### src/rtl/core/afd_pkg.sv
// Shared types, codes and helpers for the frame deframer.
// Used by afd_parse, afd_obuf and amqp_frame_deframer_top; no dependencies.
package afd_pkg;

  localparam int unsigned HdrLen = 7;

  // Register indexes of the configuration port.
  localparam logic [2:0] RegMaxFrameSize = 3'd0;
  localparam logic [2:0] RegEndMarker    = 3'd1;
  localparam logic [2:0] RegMethodCode   = 3'd2;
  localparam logic [2:0] RegHeaderCode   = 3'd3;
  localparam logic [2:0] RegBodyCode     = 3'd4;
  localparam logic [2:0] RegHeartbeatCode = 3'd5;

  // Reset values of the configuration registers.
  localparam logic [31:0] RstMaxFrameSize  = 32'd0;
  localparam logic [7:0]  RstEndMarker     = 8'd206;
  localparam logic [7:0]  RstMethodCode    = 8'd1;
  localparam logic [7:0]  RstHeaderCode    = 8'd2;
  localparam logic [7:0]  RstBodyCode      = 8'd3;
  localparam logic [7:0]  RstHeartbeatCode = 8'd8;

  // Status codes.
  localparam logic [1:0] StOk          = 2'd0;
  localparam logic [1:0] StTooLarge    = 2'd1;
  localparam logic [1:0] StBadEnd      = 2'd2;
  localparam logic [1:0] StUnknownType = 2'd3;

  // Frame kinds.
  localparam logic [2:0] KindMethod    = 3'd0;
  localparam logic [2:0] KindHeader    = 3'd1;
  localparam logic [2:0] KindBody      = 3'd2;
  localparam logic [2:0] KindHeartbeat = 3'd3;
  localparam logic [2:0] KindUnknown   = 3'd4;

  typedef struct packed {
    logic [31:0] max_frame_size;
    logic [7:0]  end_marker;
    logic [7:0]  method_code;
    logic [7:0]  header_code;
    logic [7:0]  body_code;
    logic [7:0]  heartbeat_code;
  } cfg_t;

  typedef struct packed {
    logic        event_res;
    logic [1:0]  status;
    logic [2:0]  frame_kind;
    logic [15:0] channel_id;
    logic [7:0]  data_byte;
    logic [31:0] byte_offset;
    logic [31:0] frame_size;
    logic        last;
  } res_t;

  // The first matching code in the order method, header, body, heartbeat wins.
  function automatic logic [2:0] kind_of(input logic [7:0] t, input cfg_t cfg);
    logic [2:0] k;
    if (t == cfg.method_code) k = KindMethod;
    else if (t == cfg.header_code) k = KindHeader;
    else if (t == cfg.body_code) k = KindBody;
    else if (t == cfg.heartbeat_code) k = KindHeartbeat;
    else k = KindUnknown;
    return k;
  endfunction

endpackage

### src/rtl/core/amqp_frame_deframer_top.sv
// Frame deframer top level: one byte per transfer in, at most one result out.
// Each result is registered: it goes to the output register, or to the skid stage while that holds an earlier one.
// Throughput: one byte per cycle while in_stall_o is low; the parser state updates in a single pass.
// A two-entry output buffer stalls input only when two results are waiting.
// Reset (async, active low) clears parser state and buffer, restores register defaults.
// Depends on afd_pkg, afd_parse and afd_obuf.
module amqp_frame_deframer_top import afd_pkg::*; (
  input  logic        clk_i,
  input  logic        rst_ni,
  input  logic        cfg_we_i,
  input  logic [2:0]  cfg_idx_i,
  input  logic [31:0] cfg_data_i,
  input  logic        in_valid_i,
  output logic        in_stall_o,
  input  logic [7:0]  in_byte_i,
  output logic        out_valid_o,
  input  logic        out_stall_i,
  output logic        event_res_o,
  output logic [1:0]  status_o,
  output logic [2:0]  frame_kind_o,
  output logic [15:0] channel_id_o,
  output logic [7:0]  data_byte_o,
  output logic [31:0] byte_offset_o,
  output logic [31:0] frame_size_o,
  output logic        last_o
);

  cfg_t cfg_q;
  logic accept;
  logic res_valid;
  res_t res, out;
  logic buf_full;

  always_ff @(posedge clk_i or negedge rst_ni) begin
    if (!rst_ni) begin
      cfg_q.max_frame_size <= RstMaxFrameSize;
      cfg_q.end_marker     <= RstEndMarker;
      cfg_q.method_code    <= RstMethodCode;
      cfg_q.header_code    <= RstHeaderCode;
      cfg_q.body_code      <= RstBodyCode;
      cfg_q.heartbeat_code <= RstHeartbeatCode;
    end else if (cfg_we_i) begin
      case (cfg_idx_i)
        RegMaxFrameSize:  cfg_q.max_frame_size <= cfg_data_i;
        RegEndMarker:     cfg_q.end_marker     <= cfg_data_i[7:0];
        RegMethodCode:    cfg_q.method_code    <= cfg_data_i[7:0];
        RegHeaderCode:    cfg_q.header_code    <= cfg_data_i[7:0];
        RegBodyCode:      cfg_q.body_code      <= cfg_data_i[7:0];
        RegHeartbeatCode: cfg_q.heartbeat_code <= cfg_data_i[7:0];
        default: begin
        end
      endcase
    end
  end

  assign in_stall_o = buf_full;
  assign accept     = in_valid_i && !in_stall_o;

  afd_parse u_parse (
    .clk_i       (clk_i),
    .rst_ni      (rst_ni),
    .cfg_i       (cfg_q),
    .accept_i    (accept),
    .byte_i      (in_byte_i),
    .res_valid_o (res_valid),
    .res_o       (res)
  );

  afd_obuf u_obuf (
    .clk_i       (clk_i),
    .rst_ni      (rst_ni),
    .push_i      (res_valid),
    .res_i       (res),
    .full_o      (buf_full),
    .out_valid_o (out_valid_o),
    .out_stall_i (out_stall_i),
    .out_o       (out)
  );

  assign event_res_o   = out.event_res;
  assign status_o      = out.status;
  assign frame_kind_o  = out.frame_kind;
  assign channel_id_o  = out.channel_id;
  assign data_byte_o   = out.data_byte;
  assign byte_offset_o = out.byte_offset;
  assign frame_size_o  = out.frame_size;
  assign last_o        = out.last;

endmodule

### src/rtl/core/afd_parse.sv
// Byte-wise frame parser: header collection, payload counting and end check.
// Depends on afd_pkg for the configuration and result types.
module afd_parse import afd_pkg::*; (
  input  logic       clk_i,
  input  logic       rst_ni,
  input  cfg_t       cfg_i,
  input  logic       accept_i,
  input  logic [7:0] byte_i,
  output logic       res_valid_o,
  output res_t       res_o
);

  localparam logic [1:0] PhHeader  = 2'd0;
  localparam logic [1:0] PhPayload = 2'd1;
  localparam logic [1:0] PhEnd     = 2'd2;
  localparam logic [1:0] PhHalt    = 2'd3;

  localparam logic [2:0] HdrLast = 3'(HdrLen - 1);

  logic [1:0]  phase_q, phase_d;
  logic [2:0]  hcnt_q, hcnt_d;
  logic [7:0]  type_q, type_d;
  logic [15:0] chan_q, chan_d;
  logic [31:0] size_q, size_d;
  logic [31:0] pcnt_q, pcnt_d;
  logic [2:0]  kind;

  assign kind = kind_of(type_q, cfg_i);

  always_comb begin
    phase_d = phase_q;
    hcnt_d  = hcnt_q;
    type_d  = type_q;
    chan_d  = chan_q;
    size_d  = size_q;
    pcnt_d  = pcnt_q;

    res_valid_o       = 1'b0;
    res_o.event_res   = 1'b0;
    res_o.status      = StOk;
    res_o.frame_kind  = kind;
    res_o.channel_id  = chan_q;
    res_o.data_byte   = 8'd0;
    res_o.byte_offset = 32'd0;
    res_o.frame_size  = size_q;
    res_o.last        = 1'b0;

    if (accept_i) begin
      case (phase_q)
        PhHeader: begin
          if (hcnt_q == 3'd0) begin
            type_d = byte_i;
          end else if (hcnt_q inside {[3'd1:3'd2]}) begin
            chan_d = {chan_q[7:0], byte_i};
          end else begin
            size_d = {size_q[23:0], byte_i};
          end
          if (hcnt_q == HdrLast) begin
            hcnt_d = 3'd0;
            pcnt_d = 32'd0;
            if (cfg_i.max_frame_size != 32'd0 && size_d > cfg_i.max_frame_size) begin
              // Oversized frame: report once, then ignore the stream until reset.
              phase_d          = PhHalt;
              res_valid_o      = 1'b1;
              res_o.event_res  = 1'b1;
              res_o.status     = StTooLarge;
              res_o.frame_size = size_d;
              res_o.last       = 1'b1;
            end else begin
              phase_d = (size_d == 32'd0) ? PhEnd : PhPayload;
            end
          end else begin
            hcnt_d = hcnt_q + 3'd1;
          end
        end
        PhPayload: begin
          res_valid_o       = 1'b1;
          res_o.data_byte   = byte_i;
          res_o.byte_offset = pcnt_q;
          pcnt_d            = pcnt_q + 32'd1;
          if (pcnt_d >= size_q) begin
            phase_d = PhEnd;
          end
        end
        PhEnd: begin
          res_valid_o     = 1'b1;
          res_o.event_res = 1'b1;
          res_o.last      = 1'b1;
          if (byte_i != cfg_i.end_marker) begin
            res_o.status = StBadEnd;
          end else if (kind == KindUnknown) begin
            res_o.status = StUnknownType;
          end else begin
            res_o.status = StOk;
          end
          phase_d = PhHeader;
          hcnt_d  = 3'd0;
          pcnt_d  = 32'd0;
        end
        default: begin
        end
      endcase
    end
  end

  always_ff @(posedge clk_i or negedge rst_ni) begin
    if (!rst_ni) begin
      phase_q <= PhHeader;
      hcnt_q  <= 3'd0;
      type_q  <= 8'd0;
      chan_q  <= 16'd0;
      size_q  <= 32'd0;
      pcnt_q  <= 32'd0;
    end else begin
      phase_q <= phase_d;
      hcnt_q  <= hcnt_d;
      type_q  <= type_d;
      chan_q  <= chan_d;
      size_q  <= size_d;
      pcnt_q  <= pcnt_d;
    end
  end

  a_halt_sticky: assert property (@(posedge clk_i) disable iff (!rst_ni)
    phase_q == PhHalt |=> phase_q == PhHalt)
    else $error("parser left the halt phase without reset");

  a_hcnt_range: assert property (@(posedge clk_i) disable iff (!rst_ni)
    hcnt_q <= HdrLast)
    else $error("header byte count out of range");

  a_payload_offset: assert property (@(posedge clk_i) disable iff (!rst_ni)
    phase_q == PhPayload |-> pcnt_q < size_q)
    else $error("payload offset reached the frame size while in payload phase");

endmodule

### src/rtl/core/afd_obuf.sv
// Output register with a skid stage, so the parser keeps taking bytes while a
// result waits. Depends on afd_pkg for the result type.
module afd_obuf import afd_pkg::*; (
  input  logic clk_i,
  input  logic rst_ni,
  input  logic push_i,
  input  res_t res_i,
  output logic full_o,
  output logic out_valid_o,
  input  logic out_stall_i,
  output res_t out_o
);

  logic out_vld_q, skid_vld_q;
  res_t out_q, skid_q;
  logic pop;

  assign pop         = out_vld_q && !out_stall_i;
  assign full_o      = skid_vld_q;
  assign out_valid_o = out_vld_q;
  assign out_o       = out_q;

  always_ff @(posedge clk_i or negedge rst_ni) begin
    if (!rst_ni) begin
      out_vld_q  <= 1'b0;
      skid_vld_q <= 1'b0;
    end else if (!out_vld_q || pop) begin
      if (skid_vld_q) begin
        out_vld_q  <= 1'b1;
        skid_vld_q <= 1'b0;
      end else begin
        out_vld_q <= push_i;
      end
    end else if (push_i) begin
      skid_vld_q <= 1'b1;
    end
  end

  // Payload registers carry no reset.
  always_ff @(posedge clk_i) begin
    if (!out_vld_q || pop) begin
      out_q <= skid_vld_q ? skid_q : res_i;
    end else if (push_i) begin
      skid_q <= res_i;
    end
  end

  a_skid_behind_out: assert property (@(posedge clk_i) disable iff (!rst_ni)
    skid_vld_q |-> out_vld_q)
    else $error("skid stage holds a result while the output register is empty");

  a_no_overrun: assert property (@(posedge clk_i) disable iff (!rst_ni)
    push_i |-> !skid_vld_q)
    else $error("result pushed while the skid stage is full");

  a_out_hold: assert property (@(posedge clk_i) disable iff (!rst_ni)
    out_vld_q && out_stall_i |=> out_vld_q && $stable(out_q))
    else $error("stalled result changed before its transfer");

endmodule

### config.mk
export PLATFORM = sky130hd
export DESIGN_NAME = amqp_frame_deframer_top
export DESIGN_NICKNAME = d
export VERILOG_FILES = /design/src/rtl/core/afd_pkg.sv /design/src/rtl/core/amqp_frame_deframer_top.sv /design/src/rtl/core/afd_parse.sv /design/src/rtl/core/afd_obuf.sv
export SDC_FILE = /design/constraint.sdc
export NUM_CORES = 1
export LEC_CHECK = 0
export BUFFER_PORTS_ARGS = -buffer_cell sky130_fd_sc_hd__buf_4
export CAP_MARGIN = 20
export CORE_MARGIN = 2
export CORE_UTILIZATION = 60
export CTS_CLUSTER_SIZE = 28
export DETAILED_ROUTE_END_ITERATION = 10
export GPL_ROUTABILITY_DRIVEN = 0
export PLACE_DENSITY = 0.88
export SYNTH_ARGS = -nofsm -noshare
export SYNTH_HDL_FRONTEND = slang
export SYNTH_HIERARCHICAL = 1
export SYNTH_SLANG_ARGS = --single-unit
### constraint.sdc
create_clock -name clk_i -period 7.4 [get_ports clk_i]
set_input_delay 0.37 -clock clk_i [delete_from_list [all_inputs] [get_ports clk_i]]
set_output_delay 0.37 -clock clk_i [all_outputs]
set_load 0.01 [all_outputs]
; Yosys cells after proc, flatten, opt, wreduce, memory -nomap -nowiden
; Cells that the tools add are included.
[totals]
input_bits = 48
elab_cells = 121
out_inout_bits = 97
ff_bits = 357
[op_classes]
magnitude_cmp = 4
bitwise = 2
add_sub_neg = 2
reduce_logical = 30
mux = 37
n_eq_ne = 16
[ops]
columns = operator, count
row1 = two-way mux 32 bit, 6
row2 = case mux 32 bit (3 select lines), 1
row3 = two-way mux 95 bit, 1
row4 = two-way mux 73 bit, 1
row5 = two-way mux 33 bit, 2
row6 = two-way mux 40 bit, 1
row7 = "adder 32 x 1 -> 32 bit, second input constant", 1
row8 = == test 8 bit, 4
row9 = >= comparator 32 bit, 1
row10 = > comparator 32 bit, 1
row11 = logical NOT 32 bit, 1
row12 = nonzero test 32 bit, 1
row13 = two-way mux 3 bit, 8
row14 = AND reduction 2 bit, 9
row15 = "== test 3 bit, second input constant", 4
row16 = two-way mux 2 bit, 6
row17 = case mux 3 bit (2 select lines), 2
row18 = inequality test 8 bit, 1
row19 = AND reduction 4 bit, 2
row20 = "== test 3 x 2 -> 1 bit, second input constant", 2
row21 = logical NOT 3 bit, 2
row22 = two-way mux 1 bit, 6
row23 = case mux 2 bit (3 select lines), 1
row24 = AND reduction 3 bit, 2
row25 = other kinds (16), 25

; Logic depth before layout (Yosys ltp)
[depth]
word_depth = 14
ltp_mapped = 17
depth_no_buf = 13

; Cells and area by module
; The synthesis kept the hierarchy.
[modules_own_cells]
columns = module, cells_each, area_per_inst_um2, instances, seq_area_each_um2
row1 = afd_parse, 900, 7828.8, 1, 2327.2
row2 = afd_obuf, 302, 7045.5, 1, 5755.5
row3 = amqp_frame_deframer_top, 157, 2758.9, 1, 1814.2

; Worst setup path after synthesis
; OpenSTA, ideal clock, no wires.
[synth_path]
kind = register to register
startpoint = register u_parse.hcnt_q[0]
endpoint = register u_obuf/skid_q[0] (netlist bit), enable pin
period_less_slack_ns = 5.811
setup_time_ns = 0.465
path_slack_ns = 1.589
required_ns = 6.935
path_stages_with_launch = 15
path_buffers = 3
arrival_ns = 5.345
path_cell_list = dfrtp_1 clkbuf_1 a21oi_1 clkbuf_1 buf_1 nand2_1 o21ai_0 ha_1 nand4_2 or4_4 nor3_2 o31a_2 nand3_1 a21oi_1 and3_1
[synth_via]
elab_chain_len = 13
elab_cells_between_ends = 16
classes_between = order compare (3) / eq/ne (1) / mux (8) / reduce/logical (4)
[synth_rtl]
columns = element, line_no
row1 = start: declaration, afd_parse.sv:21  ; logic [2:0] hcnt_q, hcnt_d;
row2 = start signal: assignment, afd_parse.sv:116  ; hcnt_q <= hcnt_d;
row3 = >= comparator 3 x 1 -> 1 bit or less-or-equal comparator 3 x 2 -> 1 bit (tied branches), afd_parse.sv:53  ; end else if (hcnt_q inside {[3'd1:3'd2]}) begin
row4 = logical AND 1 bit, afd_parse.sv:53
row5 = two-way mux 32 bit, afd_parse.sv:53
row6 = two-way mux 32 bit, afd_parse.sv:51  ; if (hcnt_q == 3'd0) begin
row7 = two-way mux 32 bit, afd_parse.sv:49  ; case (phase_q)
row8 = two-way mux 32 bit, afd_parse.sv:48  ; if (accept_i) begin
row9 = > comparator 32 bit, afd_parse.sv:61  ; if (cfg_i.max_frame_size != 32'd0 && size_d > cfg_i.max_frame_size) begin
row10 = logical AND 1 bit, afd_parse.sv:61
row11 = two-way mux 1 bit, afd_parse.sv:61
row12 = two-way mux 1 bit (*), afd_parse.sv:58  ; if (hcnt_q == HdrLast) begin
row13 = case mux 1 bit (2 select lines) (*), afd_parse.sv:49
row14 = two-way mux 1 bit (*), afd_parse.sv:48
row15 = net res_valid, amqp_frame_deframer_top.sv:30  ; logic res_valid;
row16 = AND reduction 2 bit (no source line) (*), -
row17 = end signal: assignment, afd_obuf.sv:44  ; skid_q <= res_i;
row18 = end: declaration, afd_obuf.sv:15  ; res_t out_q, skid_q;
; The timed path passes the listed nets; every way through them passes the cells marked *. The select of a mux whose other input is x is not followed.
; A chain may end at the register's enable or synchronous reset.

; Worst setup path after layout
[layout_path]
startpoint = register u_parse.hcnt_q[0]
endpoint = register u_obuf/skid_q[11] (netlist bit), enable pin
; Same word-level chain as after synthesis.

==> results.tsv <==
stage	metric	value	unit
power_and_ir_drop	p_leak	8.639	nW
clocking	cts.sinks	357	
detailed_routing	dr.max_layer_used	met4	
power_and_ir_drop	power	4.942	mW
flow_run	drv_cap	0	
floorplan	io_pins	145	
place	place_ws	2639	ps
floorplan	dieArea	30780	um^2
synthesis	synth-seq-cells	357	
synthesis	synth_edf_count	190	
detailed_routing	vias	11360	
floorplan	core_area	28860	um^2
detailed_routing	dr_wl_met3	2333	um
timing	setup_viol	0	
detailed_routing	wl_per_cell	20.46	um
timing	tns	0	ps
timing	slew_headroom	0.2686	
critical_path	crit_buf_inv	2	
synthesis	synth_warnings	6	
layout	nets	1600	
clocking	clk_latency	530	ps
clocking	postCtsSetupBuffers	0	
critical_path	crit_family	simple AND/OR/NAND/NOR gates	
global_route	grt_antenna_before_repair	0	
place	port_buffers	144	
clocking	htreeDepth	2	
detailed_routing	ant_nets	0	
clocking	cts_hold_buf	0	
global_route	globalRouteOverflowTotal	0	
layout	layout-drive-gt1-share	0.3135	
status	violations	hold timing	
layout	area_growth	14.27	%
floorplan	die_w	175.4	um
global_route	grt_pass1_wl	61700	um
synthesis	avgSynthCellArea	12.98	um^2
synthesis	netlist.area_leader.share	0.3236	
status	outcome	finished, violations left	
detailed_routing	route.met2.wl	18480	um
clocking	cts_root_buf	clkbuf_16	
timing	fin_crit	4930	ps
floorplan	start_util	0.6110	
critical_path	worst-path-max-fanout	57	
detailed_routing	drt-total-wl	38800	um
clocking	cts_resized	0	
timing	skew	25.81	ps
worst_hold_path	hold_path_class	in2async	
critical_path	r2r_cells	13	
synthesis	synthTopCellsByArea	edfxtp_1 (32%), dfrtp_1 (22%), mux2_2 (11%), ha_1 (4.9%), mux2_4 (4.9%)	
critical_path	path_depth	13	
synthesis	syn-num-nets	1476	
synthesis	synth_cells	1359	
detailed_routing	met1_length	16980	um
synthesis	synth_top_area_cell	edfxtp_1	
critical_path	cp_data_required_time	7560	ps
critical_path	crit_top_cell	buf_4	
critical_path	cpPeakStageDelay	630	ps
detailed_routing	drtPass1Iterations	5	
clocking	clkTransAtPathRegs	60	ps
synthesis	syn-cell-area	17630	um^2
timing	whs	-22.11	ps
power_and_ir_drop	powerDensity	245.2	nW/um^2
power_and_ir_drop	peakVddDrop	0.2129	mV
global_route	grt_pass1_vias	11320	
critical_path	critPathKind	reg2reg	
timing	worst_pin_slew	1088	ps
timing	fmaxAchievable	202.8	MHz
critical_path	cp_slowest_cell	and3_4	
synthesis	async_flop_share	0.4678	
critical_path	critical_path_arrival	5090	ps
global_route	track_usage	0.2531	
timing	hold_viol_final	21	
clocking	cts_buffers	37	
critical_path	crit_chain	a21oi_4 > buf_4 > mux2_2 > ha_1 > and4_1 > nor4b_1 > o21ai_0 > a21oi_2 > o31a_2 > nand3_1 > a21oi_1 > and3_4 > buf_4	
detailed_routing	drc	0	
place	place.detailed.hpwl	26220	um
critical_path	end_kind	flop	
clocking	cts_tree	built	
synthesis	yosysSeqAreaShare	0.5613	
synthesis	yosys-top-cells-count	edfxtp_1 (190), mux2_2 (170), dfrtp_1 (157), nand2_1 (114), o21ai_0 (88)	
timing	slew_viol_final	0	
layout	final_util	0.6982	
timing	period_share	0.6662	
timing	rsz0062_at_grt	no	
floorplan	rows	62	
layout	fin_cells	1896	
layout	n_fill_cell	1958	
critical_path	cp-start-kind	flop	
critical_path	worstReg2RegStart	u_parse/hcnt_q[0]$_DFFE_PN0P_	
detailed_routing	viasPerCell	5.992	
place	placed_cell_area	18920	um^2
floorplan	die_h	175.4	um
clocking	ctsLongestPathBuffers	3	
global_route	grt_max_degree	106	
layout	final_area	20150	um^2
critical_path	regToRegEndpoint	u_obuf/skid_q[11]$_DFFE_PP_	
place	dp.cells	1828	
synthesis	synth_ff_type	edfxtp_1	
critical_path	regToRegSetupSlack	2470	ps
detailed_routing	dr.first_iter.drc_count	936	
layout	num_antenna_cells	0	
timing	final.setup.worst_slack	2470	ps
synthesis	synthDistinctLibCells	64	
synthesis	post-synth-top-count-cell	edfxtp_1	
==> cell usage in the layout, fill, tap and decap left out, drive strengths merged, types with 4 or more instances in the layout <==
cell,n
ha,69
bufinv,4
nand2b,8
nand4,23
a31oi,4
mux2,231
clkinv,16
clkbuf,44
a21o,9
a22o,12
dfstp,10
a21oi,31
nor3,15
buf,156
inv,77
nand3,16
dfrtp,157
nand2,114
and3,55
nor4,26
xnor2,42
mux2i,10
edfxtp,190
o21ai,91
xor2,27
nor2,29
a221oi,4
==> kinds of logic after synthesis <==
kind of cell	count (synthesis)	synth area share
compound gates	170	0.05762
simple gates	308	0.09374
flops	357	0.5613
mux	241	0.1653
fa+ha+maj	69	0.04896
buf+inv	145	0.03881
xor+xnor	69	0.03427
==> per-layer routing <==
layer / up-vias / track usage
met5: - / 0
met4: 0 / 0.07576
met3: 91 / 0.03896
met2: 466 / 0.4032
met1: 5590 / 0.3633
li1: 5214 / -
==> worst register-to-register path: stages, from the launching register on <==
cell and delay [ps]:
dfrtp_1 510, a21oi_4 200, buf_4 460, mux2_2 460, ha_1 270, and4_1 210, nor4b_1 320, o21ai_0 210
a21oi_2 200, o31a_2 220, nand3_1 90, a21oi_1 270, and3_4 630, buf_4 500
==> layout make-up <==
cell class | instances | area, um^2 | area share
Multi-Input combinational cell | 857 | 7083 | 0.3515
Sequential cell | 357 | 9901 | 0.4914
Tap cell | 384 | 480.5 | 0.02385
Inverter | 74 | 277.8 | 0.01379
Timing Repair Buffer | 156 | 1175 | 0.05831
Clock buffer | 44 | 1005 | 0.04986
Clock inverter | 24 | 227.7 | 0.01130
==> registers in the layout, indices dropped and copies added (netlist names) <==
signal / count
u_parse/type_q: 8
cfg_q: 72
u_parse/hcnt_q: 3
u_parse/pcnt_q: 32
u_parse/chan_q: 16
u_obuf/out_valid_o: 1
u_obuf/full_o: 1
u_parse/size_q: 32
u_obuf/out_o: 95
u_parse/phase_q: 2
u_obuf/skid_q: 95
==> power by group <==
| part | total, mW | switching, mW | leakage, nW | internal [mW] |
|---|---|---|---|---|
| Sequential | 2.42 | 0.133 | 3.69 | 2.28 |
| Combinational | 0.639 | 0.327 | 4.34 | 0.313 |
| Clock | 1.89 | 0.770 | 0.607 | 1.12 |
==> worst max path at each step <==
stage,end,start,slack (ps)
global placement,u_obuf/skid_q[32]$_DFFE_PP_,u_parse/hcnt_q[0]$_DFFE_PN0P_,2820
detailed placement,u_obuf/skid_q[32]$_DFFE_PP_,u_parse/hcnt_q[0]$_DFFE_PN0P_,2640
global route,u_obuf/skid_q[11]$_DFFE_PP_,u_parse/hcnt_q[0]$_DFFE_PN0P_,2250
finish,u_obuf/skid_q[11]$_DFFE_PP_,u_parse/hcnt_q[0]$_DFFE_PN0P_,2470
floorplan,u_obuf/skid_q[0]$_DFFE_PP_,u_parse/hcnt_q[0]$_DFFE_PN0P_,1590
CTS,u_obuf/skid_q[11]$_DFFE_PP_,u_parse/hcnt_q[0]$_DFFE_PN0P_,2560
No activity file was read; power rests on OpenSTA's default activity.
